## src/rtl/u8u16sw_pkg.sv

```systemverilog
// Package: shared widths, register indexes, reset values, surrogate constants and the result record type.
`default_nettype none

package u8u16sw_pkg;

    localparam int unsigned TEXT_BYTE_W   = 8;
    localparam int unsigned CODE_UNIT_W   = 16;
    localparam int unsigned BYTE_ADDR_W   = 13;
    localparam int unsigned CFG_W         = 12;
    localparam int unsigned CFG_INDEX_W   = 1;
    localparam int unsigned CODE_POINT_W  = 21;
    localparam int unsigned PENDING_W     = 2;
    localparam int unsigned RESULT_SLOTS  = 3;
    localparam int unsigned RESULT_CNT_W  = 2;

    localparam int unsigned MAX_SLOT_BYTES_DEFAULT = 2048;

    // Configuration register indexes
    localparam logic [CFG_INDEX_W-1:0] REG_SLOT_BASE  = 1'b0;
    localparam logic [CFG_INDEX_W-1:0] REG_SLOT_BYTES = 1'b1;

    localparam logic [CFG_W-1:0] SLOT_BASE_RESET  = 12'd0;
    localparam logic [CFG_W-1:0] SLOT_BYTES_RESET = 12'd64;

    // UTF-16 surrogate constants
    localparam logic [CODE_POINT_W-1:0] SUPP_OFFSET   = 21'h10000;
    localparam logic [CODE_UNIT_W-1:0]  HIGH_SURR_BASE = 16'hd800;
    localparam logic [CODE_UNIT_W-1:0]  LOW_SURR_BASE  = 16'hdc00;

    typedef struct packed {
        logic [CODE_UNIT_W-1:0] code_unit;
        logic [BYTE_ADDR_W-1:0] byte_address;
        logic                   is_terminator;
        logic                   last_of_run;
    } result_t;

endpackage

`default_nettype wire

```

## src/rtl/u8u16sw_in_if.sv

```systemverilog
// Interface: input byte channel with valid/ready handshake.
`default_nettype none

interface u8u16sw_in_if;
    logic                                  valid;
    logic                                  ready;
    logic [u8u16sw_pkg::TEXT_BYTE_W-1:0]   text_byte;
    logic                                  end_of_string;

    modport source (output valid, output text_byte, output end_of_string, input ready);
    modport sink   (input valid, input text_byte, input end_of_string, output ready);
endinterface

`default_nettype wire

```

## src/rtl/u8u16sw_out_if.sv

```systemverilog
// Interface: output code unit channel with valid/ready handshake.
`default_nettype none

interface u8u16sw_out_if;
    logic                                  valid;
    logic                                  ready;
    logic [u8u16sw_pkg::CODE_UNIT_W-1:0]   code_unit;
    logic [u8u16sw_pkg::BYTE_ADDR_W-1:0]   byte_address;
    logic                                  is_terminator;
    logic                                  last_of_run;

    modport source (output valid, output code_unit, output byte_address,
                    output is_terminator, output last_of_run, input ready);
    modport sink   (input valid, input code_unit, input byte_address,
                    input is_terminator, input last_of_run, output ready);
endinterface

`default_nettype wire

```

## src/rtl/utf8_to_utf16_slot_writer_top.sv

```systemverilog
// Top level: UTF-8 byte stream to UTF-16LE slot writer with result buffer.
//
// Usage: UTF-8 bytes arrive on text_in, one byte per transaction, with
// end_of_string marking the last byte of a string. Each byte produces zero to
// three transactions on unit_out: a code unit, a surrogate pair, and/or the
// terminator item on the last byte. last_of_run flags the final result of a
// byte. slot_base and slot_bytes are to be written through cfg_we/cfg_index/cfg_data
// by the user only while the block is idle; the block itself does not enforce this.
// Latency: a byte's first result is valid the cycle after its acceptance.
// Throughput: one byte per cycle while each byte yields at most one result and
// unit_out is ready; a byte yielding k results holds the three-entry result
// buffer until all have left, and the next byte is taken in the cycle the last leaves.
// Reset: all decode state and the buffer count clear, slot_base reads 0 and
// slot_bytes reads 64.
// Stall: when unit_out is not ready the buffered results hold and text_in
// drops ready as long as any result is waiting; with one result left, the
// next byte is taken in the same cycle that result leaves.
`default_nettype none

module utf8_to_utf16_slot_writer_top #(
    parameter int unsigned MAX_SLOT_BYTES = u8u16sw_pkg::MAX_SLOT_BYTES_DEFAULT
) (
    input  wire logic                                clk,
    input  wire logic                                rst_n,
    input  wire logic                                cfg_we,
    input  wire logic [u8u16sw_pkg::CFG_INDEX_W-1:0] cfg_index,
    input  wire logic [u8u16sw_pkg::CFG_W-1:0]       cfg_data,
    u8u16sw_in_if.sink                               text_in,
    u8u16sw_out_if.source                            unit_out
);

    localparam int unsigned UW   = $clog2(MAX_SLOT_BYTES) - 1;
    localparam int unsigned CW0  = $clog2(MAX_SLOT_BYTES) + 2;
    localparam int unsigned CW   = (CW0 > u8u16sw_pkg::CFG_W + 1) ? CW0
                                                                  : u8u16sw_pkg::CFG_W + 1;
    localparam int unsigned AW0  = UW + 2;
    localparam int unsigned AW   = (AW0 > u8u16sw_pkg::BYTE_ADDR_W) ? AW0
                                                                    : u8u16sw_pkg::BYTE_ADDR_W;
    localparam int unsigned PW   = u8u16sw_pkg::PENDING_W;
    localparam int unsigned CPW  = u8u16sw_pkg::CODE_POINT_W;
    localparam int unsigned NW   = u8u16sw_pkg::RESULT_CNT_W;

    // Configuration registers
    logic [u8u16sw_pkg::CFG_W-1:0] slot_base_reg;
    logic [u8u16sw_pkg::CFG_W-1:0] slot_bytes_reg;

    // Decode state
    logic [PW-1:0]  pending_reg,  pending_next;
    logic [CPW-1:0] acc_reg,      acc_next;
    logic [UW-1:0]  units_reg,    units_next;
    logic           full_reg,     full_next;

    // Result buffer
    u8u16sw_pkg::result_t res_reg [u8u16sw_pkg::RESULT_SLOTS];
    u8u16sw_pkg::result_t res_new [u8u16sw_pkg::RESULT_SLOTS];
    logic [NW-1:0]        cnt_reg;
    logic [NW-1:0]        n_new;

    logic                  in_fire;
    logic                  out_fire;
    logic [7:0]            b;
    logic                  have_cp;
    logic [CPW-1:0]        cp;
    logic [CPW-1:0]        acc_shift;
    logic [PW-1:0]         pend_dec;
    logic [CPW-1:0]        supp_v;
    logic [CW-1:0]         size_c;
    logic [CW-1:0]         used;
    logic                  fits_one;
    logic                  fits_two;
    logic                  is_pair;
    logic [UW:0]           units_p1;
    logic [UW:0]           units_p2;
    logic [u8u16sw_pkg::BYTE_ADDR_W-1:0] addr0, addr1, addr2;

    function automatic logic [u8u16sw_pkg::BYTE_ADDR_W-1:0] unit_addr(
        input logic [u8u16sw_pkg::CFG_W-1:0] base,
        input logic [UW:0]                   idx
    );
        logic [AW-1:0] sum;
        sum = AW'(base) + AW'({idx, 1'b0});
        return sum[u8u16sw_pkg::BYTE_ADDR_W-1:0];
    endfunction

    // Handshakes
    assign in_fire        = text_in.valid && text_in.ready;
    assign out_fire       = unit_out.valid && unit_out.ready;
    assign text_in.ready  = (cnt_reg == NW'(0)) || ((cnt_reg == NW'(1)) && unit_out.ready);
    assign unit_out.valid = (cnt_reg != NW'(0));
    assign unit_out.code_unit     = res_reg[0].code_unit;
    assign unit_out.byte_address  = res_reg[0].byte_address;
    assign unit_out.is_terminator = res_reg[0].is_terminator;
    assign unit_out.last_of_run   = res_reg[0].last_of_run;

    // Decode one UTF-8 byte
    assign b         = text_in.text_byte;
    assign acc_shift = {acc_reg[CPW-7:0], b[5:0]};
    assign pend_dec  = pending_reg - PW'(1);

    always_comb
    begin
        have_cp      = 1'b0;
        cp           = '0;
        pending_next = pending_reg;
        acc_next     = acc_reg;
        if (!full_reg)
        begin
            if (pending_reg == PW'(0))
            begin
                if (b[7] == 1'b0)
                begin
                    cp      = CPW'(b);
                    have_cp = 1'b1;
                end
                else if (b[7:5] == 3'b110)
                begin
                    pending_next = PW'(1);
                    acc_next     = CPW'(b[4:0]);
                end
                else if (b[7:4] == 4'b1110)
                begin
                    pending_next = PW'(2);
                    acc_next     = CPW'(b[3:0]);
                end
                else
                begin
                    pending_next = PW'(3);
                    acc_next     = CPW'(b[2:0]);
                end
            end
            else
            begin
                pending_next = pend_dec;
                if (pend_dec == PW'(0))
                begin
                    cp       = acc_shift;
                    have_cp  = 1'b1;
                    acc_next = '0;
                end
                else
                begin
                    acc_next = acc_shift;
                end
            end
        end
    end

    // Fit test against the clamped slot size
    always_comb
    begin
        if (CW'(slot_bytes_reg) > CW'(MAX_SLOT_BYTES))
            size_c = CW'(MAX_SLOT_BYTES);
        else
            size_c = CW'(slot_bytes_reg);
    end

    assign used     = CW'({units_reg, 1'b0});
    assign fits_one = (used + CW'(4)) <= size_c;
    assign fits_two = (used + CW'(6)) <= size_c;
    assign is_pair  = (cp > CPW'(16'hffff));
    assign supp_v   = cp - u8u16sw_pkg::SUPP_OFFSET;
    assign units_p1 = {1'b0, units_reg} + (UW+1)'(1);
    assign units_p2 = {1'b0, units_reg} + (UW+1)'(2);
    assign addr0    = unit_addr(slot_base_reg, {1'b0, units_reg});
    assign addr1    = unit_addr(slot_base_reg, units_p1);
    assign addr2    = unit_addr(slot_base_reg, units_p2);

    // Build the results for this byte
    always_comb
    begin
        logic [UW:0] units_after;
        logic [u8u16sw_pkg::BYTE_ADDR_W-1:0] term_addr;
        units_after = {1'b0, units_reg};
        term_addr   = addr0;
        full_next   = full_reg;
        n_new       = NW'(0);
        for (int i = 0; i < int'(u8u16sw_pkg::RESULT_SLOTS); i++)
        begin
            res_new[i] = '0;
        end
        if (have_cp)
        begin
            if (!is_pair)
            begin
                if (fits_one)
                begin
                    res_new[0].code_unit    = cp[u8u16sw_pkg::CODE_UNIT_W-1:0];
                    res_new[0].byte_address = addr0;
                    n_new       = NW'(1);
                    units_after = units_p1;
                    term_addr   = addr1;
                end
                else
                begin
                    full_next = 1'b1;
                end
            end
            else
            begin
                if (fits_two)
                begin
                    res_new[0].code_unit    = u8u16sw_pkg::HIGH_SURR_BASE
                                              + u8u16sw_pkg::CODE_UNIT_W'(supp_v[CPW-1:10]);
                    res_new[0].byte_address = addr0;
                    res_new[1].code_unit    = u8u16sw_pkg::LOW_SURR_BASE
                                              + u8u16sw_pkg::CODE_UNIT_W'(supp_v[9:0]);
                    res_new[1].byte_address = addr1;
                    n_new       = NW'(2);
                    units_after = units_p2;
                    term_addr   = addr2;
                end
                else
                begin
                    full_next = 1'b1;
                end
            end
        end
        units_next = units_after[UW-1:0];
        // Close the string: append the terminator and clear the state
        if (text_in.end_of_string)
        begin
            res_new[n_new].code_unit     = '0;
            res_new[n_new].byte_address  = term_addr;
            res_new[n_new].is_terminator = 1'b1;
            n_new      = n_new + NW'(1);
            units_next = '0;
            full_next  = 1'b0;
        end
        // Flag the final result of the run
        if (n_new != NW'(0))
        begin
            res_new[n_new - NW'(1)].last_of_run = 1'b1;
        end
    end

    // Configuration writes
    always_ff @(posedge clk or negedge rst_n)
    begin
        if (!rst_n)
        begin
            slot_base_reg  <= u8u16sw_pkg::SLOT_BASE_RESET;
            slot_bytes_reg <= u8u16sw_pkg::SLOT_BYTES_RESET;
        end
        else if (cfg_we)
        begin
            case (cfg_index)
                u8u16sw_pkg::REG_SLOT_BASE:  slot_base_reg  <= cfg_data;
                u8u16sw_pkg::REG_SLOT_BYTES: slot_bytes_reg <= cfg_data;
                default: ;
            endcase
        end
    end

    // Advance decode state on each accepted byte
    always_ff @(posedge clk or negedge rst_n)
    begin
        if (!rst_n)
        begin
            pending_reg <= '0;
            acc_reg     <= '0;
            units_reg   <= '0;
            full_reg    <= 1'b0;
        end
        else if (in_fire)
        begin
            if (text_in.end_of_string)
            begin
                pending_reg <= '0;
                acc_reg     <= '0;
            end
            else
            begin
                pending_reg <= pending_next;
                acc_reg     <= acc_next;
            end
            units_reg <= units_next;
            full_reg  <= full_next;
        end
    end

    // Result buffer count
    always_ff @(posedge clk or negedge rst_n)
    begin
        if (!rst_n)
            cnt_reg <= '0;
        else if (in_fire)
            cnt_reg <= n_new;
        else if (out_fire)
            cnt_reg <= cnt_reg - NW'(1);
    end

    // Result buffer payload: load on accept, shift down on each transaction
    always_ff @(posedge clk)
    begin
        if (in_fire)
        begin
            for (int i = 0; i < int'(u8u16sw_pkg::RESULT_SLOTS); i++)
            begin
                res_reg[i] <= res_new[i];
            end
        end
        else if (out_fire)
        begin
            for (int i = 0; i < int'(u8u16sw_pkg::RESULT_SLOTS) - 1; i++)
            begin
                res_reg[i] <= res_reg[i+1];
            end
        end
    end

endmodule

`default_nettype wire
```

## src/flat_wrapper.sv

```systemverilog
// flat-port wrapper written by rule: the top's interface ports become plain ports
module utf8_to_utf16_slot_writer_top_flat 
#(
    parameter int unsigned MAX_SLOT_BYTES = u8u16sw_pkg::MAX_SLOT_BYTES_DEFAULT
)
  (clk, rst_n, cfg_we, cfg_index, cfg_data, text_in_valid, text_in_text_byte, text_in_end_of_string, text_in_ready, unit_out_valid, unit_out_code_unit, unit_out_byte_address, unit_out_is_terminator, unit_out_last_of_run, unit_out_ready);
  u8u16sw_in_if text_in_i ();
  u8u16sw_out_if unit_out_i ();
  input  wire logic clk;
  input  wire logic rst_n;
  input  wire logic cfg_we;
  input  wire logic [u8u16sw_pkg::CFG_INDEX_W-1:0] cfg_index;
  input  wire logic [u8u16sw_pkg::CFG_W-1:0] cfg_data;
  input wire logic [$bits(text_in_i.valid)-1:0] text_in_valid;
  input wire logic [$bits(text_in_i.text_byte)-1:0] text_in_text_byte;
  input wire logic [$bits(text_in_i.end_of_string)-1:0] text_in_end_of_string;
  output wire logic [$bits(text_in_i.ready)-1:0] text_in_ready;
  output wire logic [$bits(unit_out_i.valid)-1:0] unit_out_valid;
  output wire logic [$bits(unit_out_i.code_unit)-1:0] unit_out_code_unit;
  output wire logic [$bits(unit_out_i.byte_address)-1:0] unit_out_byte_address;
  output wire logic [$bits(unit_out_i.is_terminator)-1:0] unit_out_is_terminator;
  output wire logic [$bits(unit_out_i.last_of_run)-1:0] unit_out_last_of_run;
  input wire logic [$bits(unit_out_i.ready)-1:0] unit_out_ready;
  assign text_in_i.valid = text_in_valid;
  assign text_in_i.text_byte = text_in_text_byte;
  assign text_in_i.end_of_string = text_in_end_of_string;
  assign text_in_ready = text_in_i.ready;
  assign unit_out_valid = unit_out_i.valid;
  assign unit_out_code_unit = unit_out_i.code_unit;
  assign unit_out_byte_address = unit_out_i.byte_address;
  assign unit_out_is_terminator = unit_out_i.is_terminator;
  assign unit_out_last_of_run = unit_out_i.last_of_run;
  assign unit_out_i.ready = unit_out_ready;
  utf8_to_utf16_slot_writer_top #(.MAX_SLOT_BYTES(MAX_SLOT_BYTES)) u_core (.clk(clk), .rst_n(rst_n), .cfg_we(cfg_we), .cfg_index(cfg_index), .cfg_data(cfg_data), .text_in(text_in_i), .unit_out(unit_out_i));
endmodule
```

## config.mk

```make
export PLATFORM = sky130hd
export DESIGN_NAME = utf8_to_utf16_slot_writer_top_flat
export DESIGN_NICKNAME = d
export VERILOG_FILES = /design/src/rtl/u8u16sw_pkg.sv /design/src/rtl/u8u16sw_in_if.sv /design/src/rtl/u8u16sw_out_if.sv /design/src/rtl/utf8_to_utf16_slot_writer_top.sv /design/src/flat_wrapper.sv
export SDC_FILE = /design/constraint.sdc
export NUM_CORES = 1
export LEC_CHECK = 0
export ABC_AREA = 1
export BUFFER_PORTS_ARGS = -buffer_cell sky130_fd_sc_hd__buf_2
export CAP_MARGIN = 20
export CORE_MARGIN = 10
export CORE_UTILIZATION = 45
export CTS_BUF_LIST = sky130_fd_sc_hd__clkbuf_8 sky130_fd_sc_hd__clkbuf_16
export DETAILED_ROUTE_END_ITERATION = 12
export HOLD_SLACK_MARGIN = 0.05
export MAX_ROUTING_LAYER = met4
export PLACE_DENSITY = 0.59
export SLEW_MARGIN = 10
export SYNTH_ARGS = -nofsm -noshare
export SYNTH_HDL_FRONTEND = slang
export SYNTH_SLANG_ARGS = --single-unit
```

## constraint.sdc

```tcl
create_clock -name clk -period 11.45 [get_ports clk]
set_clock_uncertainty 0.15 [all_clocks]
set_input_delay 1.145 -clock clk [delete_from_list [all_inputs] [get_ports clk]]
set_output_delay 1.145 -clock clk [all_outputs]
set_load 0.02 [all_outputs]
```

=== Word-level counts from Yosys, hierarchy flattened ===
Memory sizes are Yosys's and may differ from the RTL's.
Cells that the tools add are included.
Widths: inputs -> output; s select.

* Bits in registers: 54
* RAM bits: 93
* Input bits: 27
* Output and inout port bits: 33
* Logic and storage cells: 133
* Memories kept: 1

{| class="wikitable"
|+ Memories
! name !! depth !! width !! rd ports !! clocked after memory_dff !! write ports !! line !! source
|-
| u_core.res_reg || 3 || 31 || 3 || 0 || 3 || utf8_to_utf16_slot_writer_top.sv:54 || <nowiki>u8u16sw_pkg::result_t res_reg [u8u16sw_pkg::RESULT_SLOTS];</nowiki>
|}

* Add/sub/neg operators: 14
* $lt $le $gt $ge: 8
* Equality and inequality tests: 8
* Mux-type cells: 71
* Bitwise logic cells: 5
* Reduce and logical (&&, ||, !) cells: 19

{| class="wikitable"
|+ Operator list
! operator !! count
|-
| $bwmux 93 || 4
|-
| $demux 31 s2 || 4
|-
| $mux 29 || 7
|-
| $mux 93 || 2
|-
| $mux 31 || 3
|-
| $mux 15 || 6
|-
| $mux 21 || 3
|-
| $mux 13 || 4
|-
| $mux 10 || 5
|-
| $add 12x12->13 || 2
|-
| $le 13x12->1 || 2
|-
| $add 11x3->12 const B || 2
|-
| $mux 2 || 12
|-
| $gt 21x16->1 const B || 1
|-
| $sub 21x17->21 const B || 1
|-
| $mux 1 || 17
|-
| $add 15x11->16 const A || 1
|-
| $add 15x12->16 const A || 1
|-
| $add 12x11->13 || 1
|-
| $gt 12x12->1 const B || 1
|-
| $mux 12 || 1
|-
| $add 10x1->11 const B || 1
|-
| $add 10x2->11 const B || 1
|-
| $ne 3x3->1 const B || 3
|-
| 23 further kinds || 40
|}

=== Longest topological paths before layout ===
Gate-level depths: netlist (run 1).

* Word-level depth: 20
* Gate-level depth with buffers: 24

=== Least setup slack after synthesis (run 1) ===
OpenSTA, ideal clock, no wires.

* Kind: reg2reg
* From: register u_core.units_reg[1]
* To: memory u_core.res_reg[0][17] (netlist name), data pin
* Library setup time: 0.158 ns
* Arrival: 3.661 ns
* Data required time: 11.142 ns
* Slack: 7.482 ns
* Cell stages (with the launch flop): 22
* Path buffers: 1
* Clock period less this slack: 3.968 ns
* Cells stage by stage: dfrtp_1 -> inv_1 -> ha_1 -> a21oi_1 -> nor3_1 -> nand2_1 -> xor2_1 -> ha_1 -> a21o_1 -> a21oi_1 -> nand3_1 -> nand2_1 -> nand2_2 -> buf_4 -> ha_1 -> nand2_1 -> inv_1 -> nor2_1 -> nand2_1 -> inv_1 -> nand3_1 -> o211ai_1

{| class="wikitable"
|+ RTL lines
! item !! line !! source
|-
| from (decl) || utf8_to_utf16_slot_writer_top.sv:50 || <nowiki>logic [UW-1:0] units_reg, units_next;</nowiki>
|-
| from (signal assigned) || utf8_to_utf16_slot_writer_top.sv:276 || <nowiki>units_reg <= units_next;</nowiki>
|-
| to (decl) || utf8_to_utf16_slot_writer_top.sv:54 ||
|}

==> results by group, run 1 <==
Outcome
  • Run status: completed

Critical path
  • CP cell instances: inv_1, ha_1, a21oi_1, nor3_1, nand2_1, xor2_1, ha_1, a21oi_1, o21ai_0, nand2_1, nand3_1, nand2_1, nand2_2, ha_1, nand2_1, inv_1, nor2_1, nand4_2, nor2_1, nor2_1, nand2_1
  • Worst path depth: 21
  • Critical path's top delay family: simple AND/OR/NAND/NOR gates
  • Slowest cell on crit path: nand2_1
  • R2R setup slack: 6.25 ns
  • FF-to-FF End: u_core.res_reg[0][4]
  • CP endpoint kind: register
  • Slowest stage delay, CP: 0.54 ns
  • Kind of critical path: reg2reg
  • Startpoint types: register
  • Crit-path max FO: 16
  • CP arrival: 5.35 ns
  • FF-to-FF Start: u_core.units_reg[1]
  • Worst path bufs/invs: 2
  • CP required: 11.60 ns
  • Most used cell, CP: nand2_1
  • R2R cell count: 21

Detailed routing
  • Via/cell ratio: 5.26
  • Wire per inst: 17.5 microns
  • Initial DRC count: 668
  • Drc violations: 0
  • Final WL: 27700 microns
  • Vias: 8328
  • Antenna viol nets, final: 0
  • DR pass1 iterations: 7

Die
  • Die area: 27000 sq um
  • Die W: 164 microns
  • Io pins: 60
  • Die height: 164 microns
  • Core area: 20400 sq um
  • Initial core utilization: 46.0%
  • FP Rows: 52

Place
  • Port bufs: 59
  • Dpl hpwl: 21300 microns
  • Gpl congestion: 0.962
  • Dpl ws: 6.30 ns

Synth
  • Area share of the largest cell type after synthesis: 23.1%
  • Count of cell types in the netlist: 44
  • Seq/Total Area, Yosys: 37.6%
  • Ys Warns: 0
  • Count leader, synth: nand2_1
  • Ys flop type: edfxtp_1
  • Syn Std Cell Area: 9360 sq um
  • Area leader, netlist: edfxtp_1
  • Post-synthesis average cell area: 7.34 sq um
  • Post-synth top cells: nand2_1, inv_1, nor2_1
  • #FFs+latches synth: 126
  • Synth area leaders: edfxtp_1, nand2_1, dfrtp_1
  • Synth Instances: 1275
  • EDFF count, synth: 72
  • Syn_nets: 1369
  • Async set-reset flop share out of synthesis: 42.9%

Clock network
  • Root Buffer: clkbuf_16
  • Clk Latency, worst-skew pair: 0.43 ns
  • CTS tree: yes
  • CTS max path bufs: 2
  • Post-CTS setup buffers: 0
  • CTS resizes: 0
  • CTS sink cnt: 126
  • Htree depth: 4
  • Hold-fix buffers, CTS: 0
  • CTS buffer count: 17
  • Clock-pin slew on the worst setup and hold paths: 0.07 ns

STA
  • FMAX: 192 MHz
  • Actual slew at the worst max-slew pin: 0.991 ns
  • Setup TNS: 0 ns
  • Final period util: 45.4%
  • Slew margin rel.: 33.7%
  • RSZ-0062 raised after global routing: no
  • Post-route setup slack: 6.25 ns
  • Final Critical Period: 5.20 ns
  • Final setup vio count: 0
  • Endpoints failing hold: 0
  • Slew Viols, Final: 0

Power
  • Int Power: 0.00149 W
  • Net Sw Power: 0.00151 W
  • Sw frac: 50.4%
  • Comb power frac: 54.8%
  • Pwr/cell area: 292 nW/um^2
  • Pleak: 5.15 nW
  • Worst vdd ir: 124 uV
  • Clock power frac: 18.9%
  • Reg power frac: 26.3%
  • Power, Total: 0.00299 W

Global routing
  • All-Layer GR Usage: 21.5%
  • Largest net degree at the start of global routing: 55
  • Initial antenna violation count: 0
  • GR Overflow Total: 0
  • First-pass GRT wire length: 44200 microns
  • Vias in the first global route: 8053

Hold path
  • Hold_sp: u_core.acc_reg[11]
  • Hold Crit Depth: 2
  • HP Class: reg2reg
  • WHS Endpoint: u_core.acc_reg[11]

Flow run
  • Max Cap Viol: 0

Finish
  • Layout area overhead: 9.64%
  • Largest register FFs: 72
  • N_diodes: 0
  • Layout cells sized above 1: 9.37%
  • Layout net count: 1394
==> tightest hold or removal path, stage by stage (launching register included) <==
cell and delay, ns:
dfrtp_1 0.35, nand2_1 0.05, o21ai_0 0.06
==> routing by layer <==
metal	share of wire, %	up-vias	GRT usage (%)	routed length, microns
met2	46	281	34.2	12800
met3	6.2	37	3.50	1700
met5	0	-	-	0
met4	1.7	0	5.97	473
met1	46	3832	27.8	12700
li1	-	4178	-	-
==> cell type report <==
class	count	area (sq um)
Sequential cell	126	3510
Clock inverter	15	168
Clock buffer	17	425
Timing Repair Buffer	63	325
Inverter	154	583
Fill cell	2037	10100
Tap cell	270	338
Multi-Input combinational cell	938	4910
==> placed cells by master, fill, tap and decap left out, drive strengths merged, types with 17 or more instances in the layout <==
cell	synthesis	final
nor2	124	124
nand2	408	408
a21oi	44	44
o21ai	99	99
nand3	86	86
dfrtp	53	53
ha	64	64
clkbuf	17	17
buf	40	63
inv	152	162
xor2	29	29
edfxtp	72	72
==> logic make-up (layout without fill, tap and decap cells) <==
| logic type | after synthesis | after routing | share of synthesized area, % |
|---|---|---|---|
| AO/OA/AOI/OAI | 182 | 182 | 10.9 |
| XOR/XNOR | 38 | 38 | 3.56 |
| adder cells (fa/ha/maj) | 67 | 67 | 9.20 |
| buffers and inverters | 211 | 249 | 10.0 |
| flip-flops | 126 | 126 | 37.6 |
| AND/OR/NAND/NOR | 651 | 651 | 28.8 |
==> how the worst max path moves through the flow <==
| stage | startpoint | endpoint |
|---|---|---|
| 2_1_floorplan | u_core.units_reg[1] | u_core.res_reg[0][17] |
| 3_3_place_gp | u_core.units_reg[1] | u_core.res_reg[0][47] |
| 3_5_place_dp | u_core.units_reg[1] | u_core.res_reg[0][26] |
| 4_1_cts | u_core.units_reg[1] | u_core.res_reg[0][26] |
| 5_1_grt | u_core.units_reg[1] | u_core.res_reg[0][12] |
| 6_report | u_core.units_reg[1] | u_core.res_reg[0][4] |
==> per-stage QoR <==
stage	cell area (sq um)	instances	util, %	hold WS, ns
CTS	10300	1583	50.4	0.352
global placement	9670	1551	47.5	0.323
floorplan	9360	1275	-	0.303
global route	10300	1583	50.4	0.380
detailed placement	9670	1551	47.5	0.337
finish	10300	1583	50.4	0.350
==> power groups by stage <==
stage               registers (W)  logic [W]  clock network (W)
global route             0.000805    0.00184           0.000586
floorplan                0.000763    0.00123                  0
global placement         0.000791    0.00162                  0
finish                   0.000787    0.00164           0.000564
CTS                      0.000786    0.00163           0.000569
detailed placement       0.000793    0.00162                  0
(Power assumes the default switching activity.)
==> inputs of run 2 (changes only) <==
==> constraint.sdc (replaced) <==
create_clock -name clk -period 4.8 [get_ports clk]
set_clock_uncertainty 0.15 [all_clocks]
set_input_delay 0.48 -clock clk [delete_from_list [all_inputs] [get_ports clk]]
set_output_delay 0.48 -clock clk [all_outputs]
set_load 0.02 [all_outputs]
==> run 2 against run 1 <==
  * Worst setup slack got worse by 5.8 ns
  * Worst hold slack got worse by 0.31 ns
  * Critical path depth down 1
  * Power increased by 140%
  * Global-route usage is 0.20 points higher
  * Clock power grew 140%
  * Utilization is 0.68 points higher
  * Critical path type unchanged
  * Largest cell class unchanged
  * Highest routed layer unchanged
==> results by group, run 2 (synthesis results as in run 1) <==
Outcome
  • Run status: completed

Finish
  • Commonest non-fill, non-tap cell in the layout: nand2_1
  • Layout cells sized above 1: 10.4% (+1.0 points)
  • FF/Latch Area: 3510 sq um (unchanged)
  • Layout area overhead: 11.1%
  • Most frequent cells in the layout: nand2_1, inv_1, nor2_1
  • Largest register FFs: 72 (unchanged)
  • Post-Layout Cell Count: 1598 (+0.95%)
  • Layout net count: 1409 (+1.1%)
  • Fin area: 10400 sq um (+1.4%)
  • Filler Cells Inserted: 2013 (-1.2%)
  • N_diodes: 0 (unchanged)
  • Multi-input gate area: 4920 sq um (+0.23%)

Critical path
  • Worst path bufs/invs: 3 (+1)
  • R2R cell count: 20 (-4.8%)
  • CP cell instances: inv_1, ha_1, a21oi_1, nor3_2, nand2_1, xor2_1, ha_1, a21oi_1, o21ai_0, nand2_1, nand3_1, nand2_1, nand2_2, buf_4, ha_1, nand2_1, inv_1, nor2_1, nand4_2, o21ai_0
  • Worst path depth: 20 (-4.8%)
  • Startpoint types: register
  • Kind of critical path: reg2reg
  • CP arrival: 4.46 ns (-0.89 ns)
  • Critical path's top delay family: simple AND/OR/NAND/NOR gates
  • CP endpoint kind: register
  • Slowest cell on crit path: dfrtp_1
  • Most used cell, CP: nand2_1
  • Crit-path max FO: 11 (-5)
  • CP required: 4.90 ns (-6.70 ns)
  • Slowest stage delay, CP: 0.46 ns (-0.08 ns)

STA
  • Slew margin rel.: 49.0% (+15 points)
  • RSZ-0062 raised after global routing: no
  • Final period util: 90.7% (+45 points)
  • Final Critical Period: 4.36 ns (-0.845 ns)
  • Setup TNS: 0 ns (unchanged)
  • Final setup vio count: 0 (unchanged)
  • Actual slew at the worst max-slew pin: 0.764 ns (-0.227 ns)
  • FMAX: 230 MHz (+19%)
  • Slew Viols, Final: 0 (unchanged)
  • Endpoints failing hold: 0 (unchanged)
  • Post-route setup slack: 0.445 ns (-5.80 ns)
  • Hold slack: 0.0410 ns (-0.309 ns)

Clock network
  • CTS max path bufs: 2 (unchanged)
  • CTS sink cnt: 126 (unchanged)
  • Clk Latency, worst-skew pair: 0.43 ns (about the same)
  • Htree depth: 4 (unchanged)
  • Post-CTS setup buffers: 0 (unchanged)
  • Clock-pin slew on the worst setup and hold paths: 0.06 ns (about the same)
  • Hold-fix buffers, CTS: 0 (unchanged)
  • CTS resizes: 0 (unchanged)
  • CTS buffer count: 17 (unchanged)
  • CTS tree: yes
  • Root Buffer: clkbuf_16

Place
  • Port bufs: 59 (unchanged)
  • Dpl ws: 0.365 ns (-5.93 ns)
  • Dpl hpwl: 21500 microns (+0.92%)
  • DP Cell Count: 1566 (+0.97%)
  • Placed Area: 9780 sq um (+1.2%)
  • Gpl congestion: 0.961 (-0.10%)

Global routing
  • GR Overflow Total: 0 (unchanged)
  • Initial antenna violation count: 0 (unchanged)
  • Largest net degree at the start of global routing: 55 (unchanged)
  • First-pass GRT wire length: 44800 microns (+1.3%)
  • Vias in the first global route: 8012 (-0.51%)
  • All-Layer GR Usage: 21.7% (+0.20 points)

Detailed routing
  • Uppermost layer routed: met4
  • Met3 wire len: 1810 microns (+6.0%)
  • Final WL: 27600 microns (-0.22%)
  • WL met2: 12400 microns (-3.5%)
  • M1 WL: 12800 microns (+0.70%)
  • DR pass1 iterations: 5 (-2)
  • Antenna viol nets, final: 0 (unchanged)
  • Initial DRC count: 716 (+7.2%)
  • Vias: 8469 (+1.7%)
  • Wire per inst: 17.3 microns (-1.2%)
  • Via/cell ratio: 5.30 (+0.74%)
  • Drc violations: 0 (unchanged)

Power
  • Pleak: 5.23 nW (+1.5%)
  • Pwr/cell area: 700 nW/um^2 (+140%)
  • Worst vdd ir: 343 uV (+180%)

Die
  • Initial core utilization: 46.0% (unchanged)
  • Core area: 20400 sq um (unchanged)
  • Io pins: 60 (unchanged)
  • Die area: 27000 sq um (unchanged)
  • Die height: 164 microns (unchanged)
  • Die W: 164 microns (unchanged)
  • FP Rows: 52 (unchanged)

Flow run
  • Max Cap Viol: 0 (unchanged)

Hold path
  • HP Class: in2async
[run 2: cell count changes in the layout (fill, tap and decap cells not counted)]
cell / previous run / this run
inv_1: 144 / 145
nor3_4: 0 / 1
clkinvlp_4: 2 / 3
clkinv_8: 1 / 0
buf_4: 4 / 19
nor3_1: 14 / 13
inv_8: 4 / 0
bufinv_16: 1 / 3
clkinv_2: 0 / 1
[run 2: worst paths after layout]
kind                                       startpoint                  endpoint  slack [ns]
worst max-delay path              u_core.units_reg[1]     u_core.res_reg[0][27]        0.44
worst min-delay path                            rst_n  u_core.slot_bytes_reg[7]        0.04
worst max register to register    u_core.units_reg[1]     u_core.res_reg[0][27]        0.44
worst min register to register  u_core.res_reg[0][31]      u_core.res_reg[0][0]        0.36
max in group asynchronous                       rst_n         u_core.cnt_reg[1]        3.98
min in group clk                          cfg_data[6]  u_core.slot_bytes_reg[6]        0.16
[run 2: worst register-to-register path, delay by kind of cell, from the launching register on]
kind | cells | cell delay, ns
simple gates | 9 | 1.47
fa+ha+maj | 3 | 0.72
compound gates | 4 | 0.65
buf+inv | 3 | 0.58
flops | 1 | 0.46
xor+xnor | 1 | 0.16
[run 2: layer usage]
metal  GRT usage [%]  vias to the layer above
li1                -                     4206
met1            29.3                     3915
met2            32.6                      309
met3            3.45                       39
met4            7.07                        0
met5               -                        -
[run 2: area by class of cell]
type | instances | area share (%)
Multi-Input combinational cell | 938 | 47.3
Sequential cell | 126 | 33.8
Inverter | 154 | 5.61
Timing Repair Buffer | 78 | 4.21
Clock buffer | 17 | 4.09
Tap cell | 270 | 3.25
Clock inverter | 15 | 1.76
[run 2: power breakdown]
| part | total (W) | switching [W] | internal [W] | leakage [nW] |
|---|---|---|---|---|
| logic | 0.00403 | 0.00279 | 0.00124 | 3.51 |
| registers | 0.00188 | 0.000239 | 0.00164 | 1.42 |
| clock network | 0.00137 | 0.000543 | 0.000824 | 0.293 |
[run 2: through the flow]
step           util (%)  power (W)
2_1_floorplan         -    0.00475
3_3_place_gp       48.0    0.00587
3_5_place_dp       48.0    0.00586
4_1_cts            51.0    0.00726
5_1_grt            51.1    0.00788
6_report           51.1    0.00728
==> inputs of run 3 (changes only) <==
--- a/config.mk
+++ b/config.mk
@@ -15,6 +15,7 @@
 export HOLD_SLACK_MARGIN = 0.05
 export MAX_ROUTING_LAYER = met4
 export PLACE_DENSITY = 0.59
+export REMOVE_ABC_BUFFERS = 1
 export SLEW_MARGIN = 10
 export SYNTH_ARGS = -nofsm -noshare
 export SYNTH_HDL_FRONTEND = slang
==> run 3 against run 2 <==
  * Clock power grew 4%
  * Highest routed layer unchanged
  * Critical endpoint is now u_core.res_reg[0][53]
  * Largest cell class unchanged
  * Count of clock-buffer cells in the layout did not move
  * Die area is the same
==> results by group, run 3 (synthesis results as in run 1) <==
Clock network
  • Clk Latency, worst-skew pair: 0.43 ns (about the same)
  • Htree depth: 4 (unchanged)
  • Post-CTS setup buffers: 0 (unchanged)
  • Clock-pin slew on the worst setup and hold paths: 0.06 ns (about the same)
  • CTS tree: yes
  • CTS sink cnt: 126 (unchanged)
  • Root Buffer: clkbuf_16
  • Hold-fix buffers, CTS: 0 (unchanged)
  • CTS buffer count: 17 (unchanged)
  • CTS max path bufs: 2 (unchanged)

Detailed routing
  • Vias: 8416 (-0.63%)
  • Via/cell ratio: 5.26 (-0.75%)
  • DR pass1 iterations: 5 (unchanged)
  • Initial DRC count: 663 (-7.4%)
  • Wire per inst: 17.3 microns (+0.34%)
  • Antenna viol nets, final: 0 (unchanged)
  • Drc violations: 0 (unchanged)
  • Final WL: 27800 microns (+0.47%)

Place
  • Port bufs: 59 (unchanged)
  • Gpl congestion: 0.996 (+3.7%)
  • Dpl hpwl: 21600 microns (+0.27%)
  • DP Cell Count: 1568 (+0.13%)

Critical path
  • R2R setup slack: 0.38 ns (-0.06 ns)
  • Startpoint types: register
  • Crit-path max FO: 12 (+1)
  • Slowest cell on crit path: nor3_2
  • Worst path bufs/invs: 3 (unchanged)
  • Kind of critical path: reg2reg
  • Most used cell, CP: nand2_1
  • CP cell instances: inv_1, ha_1, a21oi_1, nor3_2, nand2_1, xor2_1, ha_1, a21oi_1, o21ai_0, nand2_1, nand3_1, nand2_1, nand2_2, ha_1, nand2_1, inv_1, nor3_2, inv_2, nor3_1
  • CP endpoint kind: register
  • FF-to-FF End: u_core.res_reg[0][53]
  • CP arrival: 4.52 ns (+0.06 ns)
  • Slowest stage delay, CP: 0.70 ns (+0.24 ns)
  • FF-to-FF Start: u_core.units_reg[1]
  • CP required: 4.90 ns (about the same)
  • Critical path's top delay family: simple AND/OR/NAND/NOR gates
  • R2R cell count: 19 (-5.0%)

Finish
  • Commonest non-fill, non-tap cell in the layout: nand2_1
  • Multi-input gate area: 4920 sq um (+0.10%)
  • Post-Layout Cell Count: 1600 (+0.13%)
  • N_diodes: 0 (unchanged)
  • Filler Cells Inserted: 1988 (-1.2%)
  • Layout cells sized above 1: 10.6% (+0.21 points)
  • FF/Latch Area: 3510 sq um (unchanged)
  • Layout area overhead: 11.6%
  • Largest register FFs: 72 (unchanged)
  • Layout net count: 1411 (+0.14%)
  • Most frequent cells in the layout: nand2_1, inv_1, nor2_1

STA
  • Slew margin rel.: 35.1% (-14 points)
  • Final setup vio count: 0 (unchanged)
  • Final Critical Period: 4.42 ns (+0.0600 ns)
  • RSZ-0062 raised after global routing: no
  • Final period util: 92.0% (+1.3 points)
  • Actual slew at the worst max-slew pin: 0.973 ns (+0.209 ns)
  • FMAX: 226 MHz (-1.4%)
  • Slew Viols, Final: 0 (unchanged)
  • Endpoints failing hold: 0 (unchanged)
  • Setup TNS: 0 ns (unchanged)

Power
  • Clock power frac: 19.4% (+0.6 points)
  • Reg power frac: 25.4% (-0.4 points)
  • Pwr/cell area: 703 nW/um^2 (+0.49%)
  • Net Sw Power: 0.00357 W (-0.16%)
  • Comb power frac: 55.2% (-0.2 points)
  • Pleak: 5.25 nW (+0.46%)
  • Sw frac: 48.5% (-0.53 points)
  • Int Power: 0.00378 W (+2.0%)
  • Worst vdd ir: 300 uV (-13%)

Die
  • Io pins: 60 (unchanged)
  • FP Rows: 52 (unchanged)
  • Die height: 164 microns (unchanged)
  • Initial core utilization: 46.0% (unchanged)
  • Die W: 164 microns (unchanged)
  • Die area: 27000 sq um (unchanged)
  • Core area: 20400 sq um (unchanged)

Hold path
  • HP Class: in2async

Global routing
  • Largest net degree at the start of global routing: 55 (unchanged)
  • GR Overflow Total: 0 (unchanged)
  • All-Layer GR Usage: 21.8% (+0.099 points)
  • Vias in the first global route: 8219 (+2.6%)
  • Initial antenna violation count: 0 (unchanged)
  • First-pass GRT wire length: 44800 microns (about the same)

Flow run
  • Max Cap Viol: 0 (unchanged)

Outcome
  • Run status: completed
## run 3: per-layer routing
| layer | vias to the layer above | share of wire, % | global-route usage (%) |
|---|---|---|---|
| met5 | - | 0 | - |
| met3 | 49 | 6.7 | 4.01 |
| li1 | 4227 | - | - |
| met2 | 280 | 46 | 33.8 |
| met4 | 0 | 2.7 | 7.84 |
| met1 | 3860 | 44 | 27.9 |
## run 3: what timing repair did
action	in CTS	in global routing
endpoints found under the hold margin	0	0
setup endpoints to repair	0	22
gates resized for setup	0	3
## run 3: metrics by stage
stage / util [%] / hold WS, ns / total power, W / cell area [sq um] / setup slack, ns
finish: 51.3 / 0.0313 / 0.00734 / 10400 / 0.385
global route: 51.3 / 0.0984 / 0.00796 / 10400 / 0.0227
CTS: 51.2 / 0.0757 / 0.00733 / 10400 / 0.210
detailed placement: 48.1 / 0.342 / 0.00589 / 9800 / 0.246
global placement: 48.1 / 0.327 / 0.00586 / 9800 / 0.347
floorplan: - / 0.0344 / 0.00454 / 9000 / 0.663
## run 3: worst max path at each step
stage / startpoint / to / slack [ns] / depth (start not counted)
2_1_floorplan: u_core.units_reg[1] / u_core.res_reg[0][21] / 0.66 / 20
3_5_place_dp: u_core.units_reg[1] / u_core.res_reg[0][27] / 0.25 / 20
5_1_grt: u_core.units_reg[1] / u_core.res_reg[0][47] / 0.02 / 19
4_1_cts: u_core.units_reg[1] / u_core.res_reg[0][27] / 0.21 / 20
3_3_place_gp: u_core.units_reg[1] / u_core.res_reg[0][26] / 0.35 / 20
6_report: u_core.units_reg[1] / u_core.res_reg[0][53] / 0.38 / 19
## run 3: area by class of cell
class                      instances  share of cell area, %
multi-input combinational        938                   47.1
sequential                       126                   33.6
inverter                         154                   5.58
timing repair buffer              80                   4.34
clock buffer                      17                   4.07
tap                              270                   3.23
clock inverter                    15                   2.00
## run 3: power groups by stage
stage | logic (W) | registers, W | clock network (W)
after floorplan | 0.00254 | 0.00199 | 0
after global placement | 0.00398 | 0.00188 | 0
after detailed placement | 0.00400 | 0.00189 | 0
after CTS | 0.00402 | 0.00187 | 0.00144
after global routing | 0.00456 | 0.00191 | 0.00150
final | 0.00405 | 0.00187 | 0.00142
